<file path="src/hw/rtl/kpst_pkg.sv">
// ----------------------------------------------------------------------------
// kpst_pkg
// Types and codes for the key press slot tracker, its slot memory words and its testbench.
// ----------------------------------------------------------------------------
package kpst_pkg;

  typedef enum logic [2:0] {
    OP_PRESS   = 3'd0,
    OP_RELEASE = 3'd1,
    OP_EXPIRE  = 3'd2,
    OP_TICK    = 3'd3,
    OP_QUERY   = 3'd4,
    OP_READ    = 3'd5
  } op_t;

  typedef enum logic [2:0] {
    ST_IDLE,
    ST_SCAN,
    ST_RD,
    ST_RDX,
    ST_OUT
  } state_t;

  typedef enum logic [1:0] {
    SS_EXPIRED  = 2'd0,
    SS_PRESSED  = 2'd1,
    SS_RELEASED = 2'd2
  } slot_state_t;

  // one word of the slot memory
  typedef struct packed {
    logic [31:0]        mark;
    logic [31:0]        elapsed;
    logic [7:0]         vel;
    logic signed [8:0]  key;
  } slot_t;

  // result beat, last field in the lowest bits
  typedef struct packed {
    logic [31:0]        since_release;
    logic [7:0]         slot_velocity;
    logic signed [8:0]  slot_key;
    logic [1:0]         slot_state;
    logic               key_found;
    logic               any_pressed;
    logic               press_taken;
    logic [3:0]         taken_slot;
  } res_t;

endpackage

</file>
<file path="src/hw/rtl/kpst_ram.sv">
// ----------------------------------------------------------------------------
// kpst_ram
// Generic single write port, single read port RAM with registered read data.
// ----------------------------------------------------------------------------
module kpst_ram #(
  parameter int WIDTH = 8,
  parameter int DEPTH = 16
) (
  input  logic                                  clk,
  input  logic                                  we,
  input  logic [(DEPTH > 1 ? $clog2(DEPTH) : 1)-1:0] waddr,
  input  logic [WIDTH-1:0]                      wdata,
  input  logic [(DEPTH > 1 ? $clog2(DEPTH) : 1)-1:0] raddr,
  output logic [WIDTH-1:0]                      rdata
);

  logic [WIDTH-1:0] mem [DEPTH];

  always_ff @(posedge clk) begin
    if (we) begin
      mem[waddr] <= wdata;
    end
    rdata <= mem[raddr];
  end

endmodule

</file>
<file path="src/hw/rtl/key_press_slot_tracker.sv">
// ----------------------------------------------------------------------------
// key_press_slot_tracker
// Table of key press slots: press, release, expire, tick, key query, readout.
// ----------------------------------------------------------------------------
// One beat is taken at a time; in_tready is low from acceptance until the
// result beat has been taken. Press, release, tick and key query walk the
// slot memory through its single read port, one slot per cycle, before the
// result beat is offered. A slot readout reads the selected slot and then
// offers its result; expire or an unused op code goes straight to the result
// beat. Expired, pressed and written flags live in flip-flops that reset
// loads at once, so there is no clearing pass: every slot is free right
// after reset and a slot never pressed reads as zero.
module key_press_slot_tracker #(
  parameter int SLOTS = 16
) (
  input  logic        clk,
  input  logic        rst_n,
  input  logic        cfg_we,
  input  logic [7:0]  cfg_wdata,     // key_offset
  input  logic        in_tvalid,
  output logic        in_tready,
  // key_value[7:0], key_is_offset[8], velocity[16:9], slot_select[24:17],
  // tick_amount[40:25], count_released[41], zero[47:42]
  input  logic [47:0] in_tdata,
  input  logic [2:0]  in_tuser,      // op
  output logic        out_tvalid,
  input  logic        out_tready,
  // taken_slot[3:0], press_taken[4], any_pressed[5], key_found[6],
  // slot_state[8:7], slot_key[17:9], slot_velocity[25:18],
  // since_release[57:26], zero[63:58]
  output logic [63:0] out_tdata
);

  localparam int AW = (SLOTS > 1) ? $clog2(SLOTS) : 1;
  localparam int CW = $clog2(SLOTS + 1);

  kpst_pkg::state_t state_r, state_nxt;

  logic [CW-1:0]    cnt_r, cnt_nxt;
  logic             pv_r, pv_nxt;
  logic [AW-1:0]    pidx_r, pidx_nxt;
  logic             found_r, found_nxt;
  logic [SLOTS-1:0] exp_r, exp_nxt;
  logic [SLOTS-1:0] wr_r, wr_nxt;
  logic [SLOTS-1:0] mz_r, mz_nxt;
  kpst_pkg::res_t   res_r, res_nxt;
  logic [7:0]       koff_r;

  kpst_pkg::op_t    op_r;
  logic signed [8:0] key_r;
  logic [7:0]       vel_r;
  logic [7:0]       sel_r;
  logic [15:0]      amt_r;
  logic             incl_r;

  logic             in_fire;
  kpst_pkg::op_t    in_op;
  logic [7:0]       in_key;
  logic             in_is_off;
  logic [7:0]       in_sel;
  logic signed [8:0] raw_key;

  logic             ram_we;
  logic [AW-1:0]    ram_waddr, ram_raddr;
  kpst_pkg::slot_t  ram_wdata, ram_rdata, cur;
  logic [AW-1:0]    cidx;

  logic [31:0]      add_b;
  logic             add_cin;
  logic [32:0]      sum;
  logic [31:0]      tick_sat;
  logic             key_hit;
  logic             sel_ok;

  assign in_fire   = in_tvalid && in_tready;
  assign in_tready = (state_r == kpst_pkg::ST_IDLE);
  assign in_op     = kpst_pkg::op_t'(in_tuser);
  assign in_key    = in_tdata[7:0];
  assign in_is_off = in_tdata[8];
  assign in_sel    = in_tdata[24:17];
  assign raw_key   = $signed({in_key[7], in_key}) +
                     (in_is_off ? $signed({koff_r[7], koff_r}) : 9'sd0);

  kpst_ram #(
    .WIDTH ($bits(kpst_pkg::slot_t)),
    .DEPTH (SLOTS)
  ) u_slots (
    .clk   (clk),
    .we    (ram_we),
    .waddr (ram_waddr),
    .wdata (ram_wdata),
    .raddr (ram_raddr),
    .rdata (ram_rdata)
  );

  // a slot never pressed reads as all zero
  assign cidx = (state_r == kpst_pkg::ST_RDX) ? sel_r[AW-1:0] : pidx_r;
  assign cur  = wr_r[cidx] ? ram_rdata : '0;

  // shared adder: saturating tick add, or elapsed minus mark on readout
  assign add_b    = (op_r == kpst_pkg::OP_TICK) ? {16'd0, amt_r} : ~cur.mark;
  assign add_cin  = (op_r == kpst_pkg::OP_READ);
  assign sum      = {1'b0, cur.elapsed} + {1'b0, add_b} + {32'd0, add_cin};
  assign tick_sat = sum[32] ? 32'hFFFF_FFFF : sum[31:0];
  assign key_hit  = (cur.key == key_r);
  assign sel_ok   = (sel_r < 8'(SLOTS));

  always_ff @(posedge clk) begin
    if (!rst_n) begin
      state_r <= kpst_pkg::ST_IDLE;
      cnt_r   <= '0;
      pv_r    <= 1'b0;
      found_r <= 1'b0;
      exp_r   <= '1;
      wr_r    <= '0;
      mz_r    <= '1;
      koff_r  <= '0;
    end else begin
      state_r <= state_nxt;
      cnt_r   <= cnt_nxt;
      pv_r    <= pv_nxt;
      found_r <= found_nxt;
      exp_r   <= exp_nxt;
      wr_r    <= wr_nxt;
      mz_r    <= mz_nxt;
      if (cfg_we) begin
        koff_r <= cfg_wdata;
      end
    end
  end

  always_ff @(posedge clk) begin
    pidx_r <= pidx_nxt;
    res_r  <= res_nxt;
    if (in_fire) begin
      op_r   <= in_op;
      key_r  <= raw_key;
      vel_r  <= in_tdata[16:9];
      sel_r  <= in_sel;
      amt_r  <= in_tdata[40:25];
      incl_r <= in_tdata[41];
    end
  end

  always_comb begin
    state_nxt = state_r;
    cnt_nxt   = cnt_r;
    pv_nxt    = 1'b0;
    pidx_nxt  = pidx_r;
    found_nxt = found_r;
    exp_nxt   = exp_r;
    wr_nxt    = wr_r;
    mz_nxt    = mz_r;
    res_nxt   = res_r;
    ram_we    = 1'b0;
    ram_waddr = pidx_r;
    ram_wdata = cur;
    ram_raddr = cnt_r[AW-1:0];

    unique case (state_r)
      kpst_pkg::ST_IDLE: begin
        if (in_fire) begin
          res_nxt   = '0;
          found_nxt = 1'b0;
          cnt_nxt   = '0;
          case (in_op)
            kpst_pkg::OP_PRESS, kpst_pkg::OP_RELEASE,
            kpst_pkg::OP_TICK, kpst_pkg::OP_QUERY: begin
              state_nxt = kpst_pkg::ST_SCAN;
            end
            kpst_pkg::OP_EXPIRE: begin
              if (in_sel < 8'(SLOTS)) begin
                exp_nxt[in_sel[AW-1:0]] = 1'b1;
              end
              state_nxt = kpst_pkg::ST_OUT;
            end
            kpst_pkg::OP_READ: begin
              state_nxt = kpst_pkg::ST_RD;
            end
            default: begin
              state_nxt = kpst_pkg::ST_OUT;
            end
          endcase
        end
      end

      kpst_pkg::ST_SCAN: begin
        // read slot cnt while the slot read last cycle is processed
        if (cnt_r < CW'(SLOTS)) begin
          pv_nxt   = 1'b1;
          pidx_nxt = cnt_r[AW-1:0];
          cnt_nxt  = cnt_r + 1'b1;
        end
        if (pv_r) begin
          case (op_r)
            kpst_pkg::OP_PRESS: begin
              if (!found_r && exp_r[pidx_r]) begin
                ram_we            = 1'b1;
                ram_wdata.mark    = '0;
                ram_wdata.elapsed = '0;
                ram_wdata.vel     = vel_r;
                ram_wdata.key     = key_r;
                exp_nxt[pidx_r]   = 1'b0;
                wr_nxt[pidx_r]    = 1'b1;
                mz_nxt[pidx_r]    = 1'b1;
                found_nxt         = 1'b1;
                res_nxt.taken_slot  = 4'(pidx_r);
                res_nxt.press_taken = 1'b1;
              end
            end
            kpst_pkg::OP_RELEASE: begin
              if (key_hit && !exp_r[pidx_r] && mz_r[pidx_r]) begin
                ram_we         = 1'b1;
                ram_wdata.mark = cur.elapsed;
                // release at time zero leaves the slot pressed
                mz_nxt[pidx_r] = (cur.elapsed == 32'd0);
              end
            end
            kpst_pkg::OP_TICK: begin
              if (!exp_r[pidx_r]) begin
                ram_we            = 1'b1;
                ram_wdata.elapsed = tick_sat;
              end
            end
            kpst_pkg::OP_QUERY: begin
              if (key_hit && !exp_r[pidx_r] && (mz_r[pidx_r] || incl_r)) begin
                res_nxt.key_found = 1'b1;
              end
            end
            default: begin
            end
          endcase
        end
        if ((cnt_r == CW'(SLOTS)) && !pv_r) begin
          state_nxt = kpst_pkg::ST_OUT;
        end
      end

      kpst_pkg::ST_RD: begin
        ram_raddr = sel_r[AW-1:0];
        state_nxt = kpst_pkg::ST_RDX;
      end

      kpst_pkg::ST_RDX: begin
        res_nxt.taken_slot = sel_r[3:0];
        if (sel_ok) begin
          res_nxt.slot_key      = cur.key;
          res_nxt.slot_velocity = cur.vel;
          if (exp_r[cidx]) begin
            res_nxt.slot_state    = kpst_pkg::SS_EXPIRED;
            res_nxt.since_release = sum[31:0];
          end else if (mz_r[cidx]) begin
            res_nxt.slot_state    = kpst_pkg::SS_PRESSED;
            res_nxt.since_release = '0;
          end else begin
            res_nxt.slot_state    = kpst_pkg::SS_RELEASED;
            res_nxt.since_release = sum[31:0];
          end
        end
        state_nxt = kpst_pkg::ST_OUT;
      end

      kpst_pkg::ST_OUT: begin
        if (out_tready) begin
          state_nxt = kpst_pkg::ST_IDLE;
        end
      end

      default: begin
        state_nxt = kpst_pkg::ST_IDLE;
      end
    endcase
  end

  assign out_tvalid = (state_r == kpst_pkg::ST_OUT);

  // flags are stable while the result beat waits
  always_comb begin
    kpst_pkg::res_t res_o;
    res_o             = res_r;
    res_o.any_pressed = |(mz_r & ~exp_r);
    out_tdata         = {6'd0, res_o};
  end

  // a slot that was never pressed is always free
  a_unwritten_free: assert property (@(posedge clk) disable iff (!rst_n)
    ((~wr_r & ~exp_r) == '0))
    else $error("unwritten slot is not expired");

  a_cnt_range: assert property (@(posedge clk) disable iff (!rst_n)
    (cnt_r <= CW'(SLOTS)))
    else $error("scan counter beyond slot count");

  a_one_at_a_time: assert property (@(posedge clk) disable iff (!rst_n)
    out_tvalid |-> !in_tready)
    else $error("input ready while a result is pending");

  a_press_query_excl: assert property (@(posedge clk) disable iff (!rst_n)
    out_tvalid |-> !(res_r.press_taken && res_r.key_found))
    else $error("press and key query flags both set");

  a_press_marks_slot: assert property (@(posedge clk) disable iff (!rst_n)
    (state_r == kpst_pkg::ST_SCAN && pv_r && op_r == kpst_pkg::OP_PRESS &&
     !found_r && exp_r[pidx_r]) |=> (!exp_r[$past(pidx_r)] && found_r))
    else $error("press did not claim the free slot");

endmodule

</file>
<file path="config.mk">
export PLATFORM = sky130hd
export DESIGN_NAME = key_press_slot_tracker
export DESIGN_NICKNAME = d
export VERILOG_FILES = /design/src/hw/rtl/kpst_pkg.sv /design/src/hw/rtl/kpst_ram.sv /design/src/hw/rtl/key_press_slot_tracker.sv
export SDC_FILE = /design/constraint.sdc
export NUM_CORES = 2
export LEC_CHECK = 0
export BUFFER_PORTS_ARGS = -buffer_cell sky130_fd_sc_hd__buf_2
export CAP_MARGIN = 20
export CORE_MARGIN = 8
export CORE_UTILIZATION = 30
export DETAILED_ROUTE_END_ITERATION = 10
export GPL_TIMING_DRIVEN = 0
export SYNTH_ARGS = -nofsm -noshare
export SYNTH_HDL_FRONTEND = slang
export SYNTH_SLANG_ARGS = --single-unit
</file>
<file path="constraint.sdc">
create_clock -name clk -period 7.7 [get_ports clk]
set_input_delay 1.925 -clock clk [delete_from_list [all_inputs] [get_ports clk]]
set_output_delay 1.925 -clock clk [all_outputs]
set_load 0.05 [all_outputs]
</file>
==> out/results.md <==
| Parameter | This run |
|---|---|
| Switching power total | 6770 uW |
| Number of setup violations in the final report | 0 |
| Starting density of the core | 30.1% |
| Type of element capturing the critical path | register |
| Number of global-route vias before repair | 35000 |
| Largest cells by area after synthesis | edfxtp_1 68%, mux4_2 12%, dfxtp_1 4.7%, nand2_1 2.0%, a31oi_1 1.1% |
| Area of the die | 0.222 mm^2 |
| Number of distinct library cell variants in the gate-level netlist after synthesis | 81 |
| Sum of overflow across all layers after global routing | 0 |
| Hold Fails Final Rpt | 0 |
| Power per unit of standard cell area | 311 mW/mm^2 |
| Async SR Flop Fraction | 0% |
| Number of sinks driven by the clock tree | 1549 |
| Number of input and output port buffers inserted | 116 |
| Worst Max-Slew Pin Slew | 1.22 ns |
| Row count | 167 |
| Fraction of the mapped netlist area in adder cells | 0.924% |
| Fraction of power consumed by sequential logic | 44.6% |
| Power consumption | 22900 uW |
| Synth Register Bits | 1549 |
| Worst Hold Class | reg -> reg |
| Crit path kind | reg -> reg |
| NumNets Final | 4054 |
| TritonCTS Buffers | 151 |
| Global-route wire length before repair | 250000 um |
| Most frequent cells in the layout | 1402 x edfxtp_1, 335 x mux4_2, 334 x nand2_1, 159 x buf_2, 156 x nor2_1 |
| Final RePlAce weighted congestion | 0.905 |
| Vias per std cell | 5.15 |
| Combinational group share of total power | 21.9% |
| Total vias in the final route | 34900 |
| Fraction of post-synthesis cell area in the top cell type by area | 67.9% |
| Fin util | 35.6% |
| Sum of buffers and inverters on the critical path | 5 |
| Largest area contributor in the netlist | edfxtp_1 |
| Total standard cell area after synthesis | 0.0620 mm^2 |
| Initial antenna violation count | 7 |
| Most common cell after layout, fill and taps aside | edfxtp_1 |
| Max-slew violation count | 0 |
| Largest family of logic cells by synthesized area | multiplexers |
| Max VDD drop | 0.165 mV |
| Routed Antenna Nets | 0 |
| Leak | 0.0248 uW |
| Worst path slowest cell | fa_1 |
| Area taken by multi-input logic gates | 0.0162 mm^2 |
| Post-Syn Area per Cell | 17.4 um^2 |
| Number of instances in the synthesized netlist | 3560 |
| Part of the cycle the worst path needs | 96.1% |
| WL met3 | 12400 um |
| Post-Synth XOR/XNOR Area | 0.522% |
| FILL cells | 19000 |
| Detailed router's first-iteration violation count | 3802 |
| Compound-cell area share of the yosys netlist | 5.78% |
| Design area | 0.0734 mm^2 |
| Run status | finished clean |
| Yosys warnings | 0 |
| Register area | 0.0450 mm^2 |
| TritonCTS clock tree | yes |
| Root buffer cell | clkbuf_16 |
| Maximum clock frequency | 0.135 GHz |
| Flip-flop cell with the highest count after synthesis | edfxtp_1 |
| Critical path fanouts, max | 16 |
| Uppermost routed layer | met4 |
| M1 WL | 69200 um |
| Share of cells above drive strength 1 | 23.0% |
| Unrepaired setup endpoints after global routing | false |
| Die boundary height | 471 um |
| Floorplan die width | 471 um |
| Top Family by Delay on Critical Path | compound AO/OA/AOI/OAI gates |
| Startpoint class of the critical path | register |
| Post-detailed-placement half-perimeter wirelength | 122000 um |
| Number of hold-repair buffers added at the cts stage | 0 |
| Clk_skew | 0.0293 ns |
| Top-Level Pins | 130 |
| CP required | 8.15 ns |
| Number of flops mapped to enable cells by yosys | 1402 |
| Reported max-cap violation count | 0 |
| Post-detailed-route DRC marker count | 0 |
| Share of the yosys chip area belonging to registers | 72.6% |
| Area of the core | 0.206 mm^2 |
| Worst Path Arrival | 7.85 ns |
| Length of the first detailed-routing pass in iterations | 5 |
| Mux share of post-synthesis cell area | 12.6% |
| Worst relative slew slack | 18.4% |
| Placed inst area | 0.0679 mm^2 |
| Crit path largest cell delay | 0.61 ns |
| Tmin final | 7.40 ns |
| Clock slew seen by the registers of the worst setup and hold paths | 0.06 ns |
| Largest net degree at the start of global routing | 27 |
| Part of the power in the clock network | 33.4% |
| Clock buffer depth | 3 |
| Routed WL | 174000 um |
| Net switching share of the total power | 29.6% |
| Total track usage | 15.2% |
| Design internal power | 16100 uW |
| Latest clock arrival within the worst-skew pair | 0.79 ns |
| Detailed-route wire length per cell | 25.7 um |
| Simple logic cell fraction of the synthesized area | 5.68% |
| Critical path cell sequence | buf_2 > nand4b_1 > a21boi_0 > clkbuf_2 > a2111oi_0 > nor4_2 > nand2_2 > nand2_4 > clkbuf_2 > clkbuf_4 > a31oi_2 > fa_1 > inv_1 > fa_1 > nor2b_1 > o31a_1 > o211ai_1 > nand2_1 > a211oi_4 > nor3_1 > o41ai_2 > o21ai_0 > mux2i_1 > a221o_1 |
| # H-tree levels | 4 |
| Length of routed met2 wiring | 86000 um |
| Layout area overhead | 18.3% |
-- cell families after synthesis --
group | Yosys count
adder cells (fa/ha/maj) | 44
buffers and inverters | 277
XOR/XNOR | 37
multiplexers | 362
AO/OA/AOI/OAI | 525
AND/OR/NAND/NOR | 765
other | 1
flip-flops | 1549
-- sequential cells by signal, summed over array words and instances, names as in the netlist, 3 cells and up --
signal / cells
sel_r: 8
out_tdata: 57
pidx_r: 4
cnt_r: 5
state_r: 3
u_slots.rdata: 81
op_r: 3
wr_r: 16
amt_r: 16
vel_r: 8
exp_r: 16
koff_r: 8
mz_r: 16
u_slots.mem: 1296
key_r: 9
-- final cells by class --
| class | count | share of cell area, % |
|---|---|---|
| clock buffer | 191 | 5.59 |
| buffer | 204 | 1.21 |
| tap | 2704 | 4.61 |
| clock inverter | 83 | 1.35 |
| antenna | 6 | 0.0205 |
| timing repair buffer | 230 | 3.45 |
| inverter | 71 | 0.363 |
| multi-input combinational | 1739 | 22.0 |
| sequential | 1549 | 61.4 |
-- power groups by stage --
stage | registers, uW | clock network (uW) | logic [uW]
final | 10200 | 7640 | 5010
after global routing | 10200 | 8050 | 5340
after CTS | 10200 | 7760 | 4930
after detailed placement | 10400 | 0 | 4850
after global placement | 10400 | 0 | 4710
after floorplan | 10500 | 0 | 3000
-- routing by layer --
layer,global-route usage [%],up-vias
met2,26.0,1442
li1,-,15000
met1,19.4,18200
met3,2.52,295
met5,0,-
met4,5.80,0
-- worst paths after layout --
path                   start                 end  slack, ns  cells past startpoint
setup / recovery  state_r[1]  u_slots.mem[2][47]       0.30                     24
hold / removal       wr_r[6]             wr_r[6]       0.45                      2
setup reg to reg  state_r[1]  u_slots.mem[2][47]       0.30                     24
hold reg to reg      wr_r[6]             wr_r[6]       0.45                      2
-- timing repair --
action,4_1_cts,5_1_grt
pin swaps,3,2
endpoints found under the setup margin,526,433
buffers inserted,3,1
gates resized for setup,19,26
-- worst reg2reg max path, delay by kind of cell, from the launching register on --
family / cells / cell delay, ns
flops: 1 / 0.29
compound gates: 9 / 2.71
fa+ha+maj: 2 / 0.82
buf+inv: 5 / 1.39
mux: 1 / 0.19
simple gates: 7 / 1.67
-- synth_stat cells, drive strengths merged, types with 5 or more instances --
master	instances
buf	68
o22ai	33
a21o	23
o21a	10
clkbuf	138
mux2i	23
and3	22
nand3	41
a221oi	7
o21ai	52
xor2	17
o32ai	8
ha	41
xnor2	20
o31ai	17
nor2b	8
a211oi	93
a21oi	85
dfxtp	147
a311oi	7
or2	6
nand2	337
nor4	15
nor2	172
o211ai	5
mux4	335
a22o	24
nand2b	11
inv	70
nor3	16
a31oi	114
and2	107
edfxtp	1402
o2bb2ai	13
o21bai	5
nand4	12
-- stage by stage --
step | hold slack, ns | setup WS [ns] | cells | setup TNS (ns)
global route | 0.488 | 0.0258 | 6772 | 0
floorplan | 0.433 | 0.909 | 3565 | 0
finish | 0.454 | 0.298 | 6777 | 0
CTS | 0.459 | 0.0404 | 6743 | 0
detailed placement | 0.452 | -2.19 | 6468 | -984.57
global placement | 0.446 | -5.07 | 6385 | -7102.96
(Power assumes the default switching activity.)
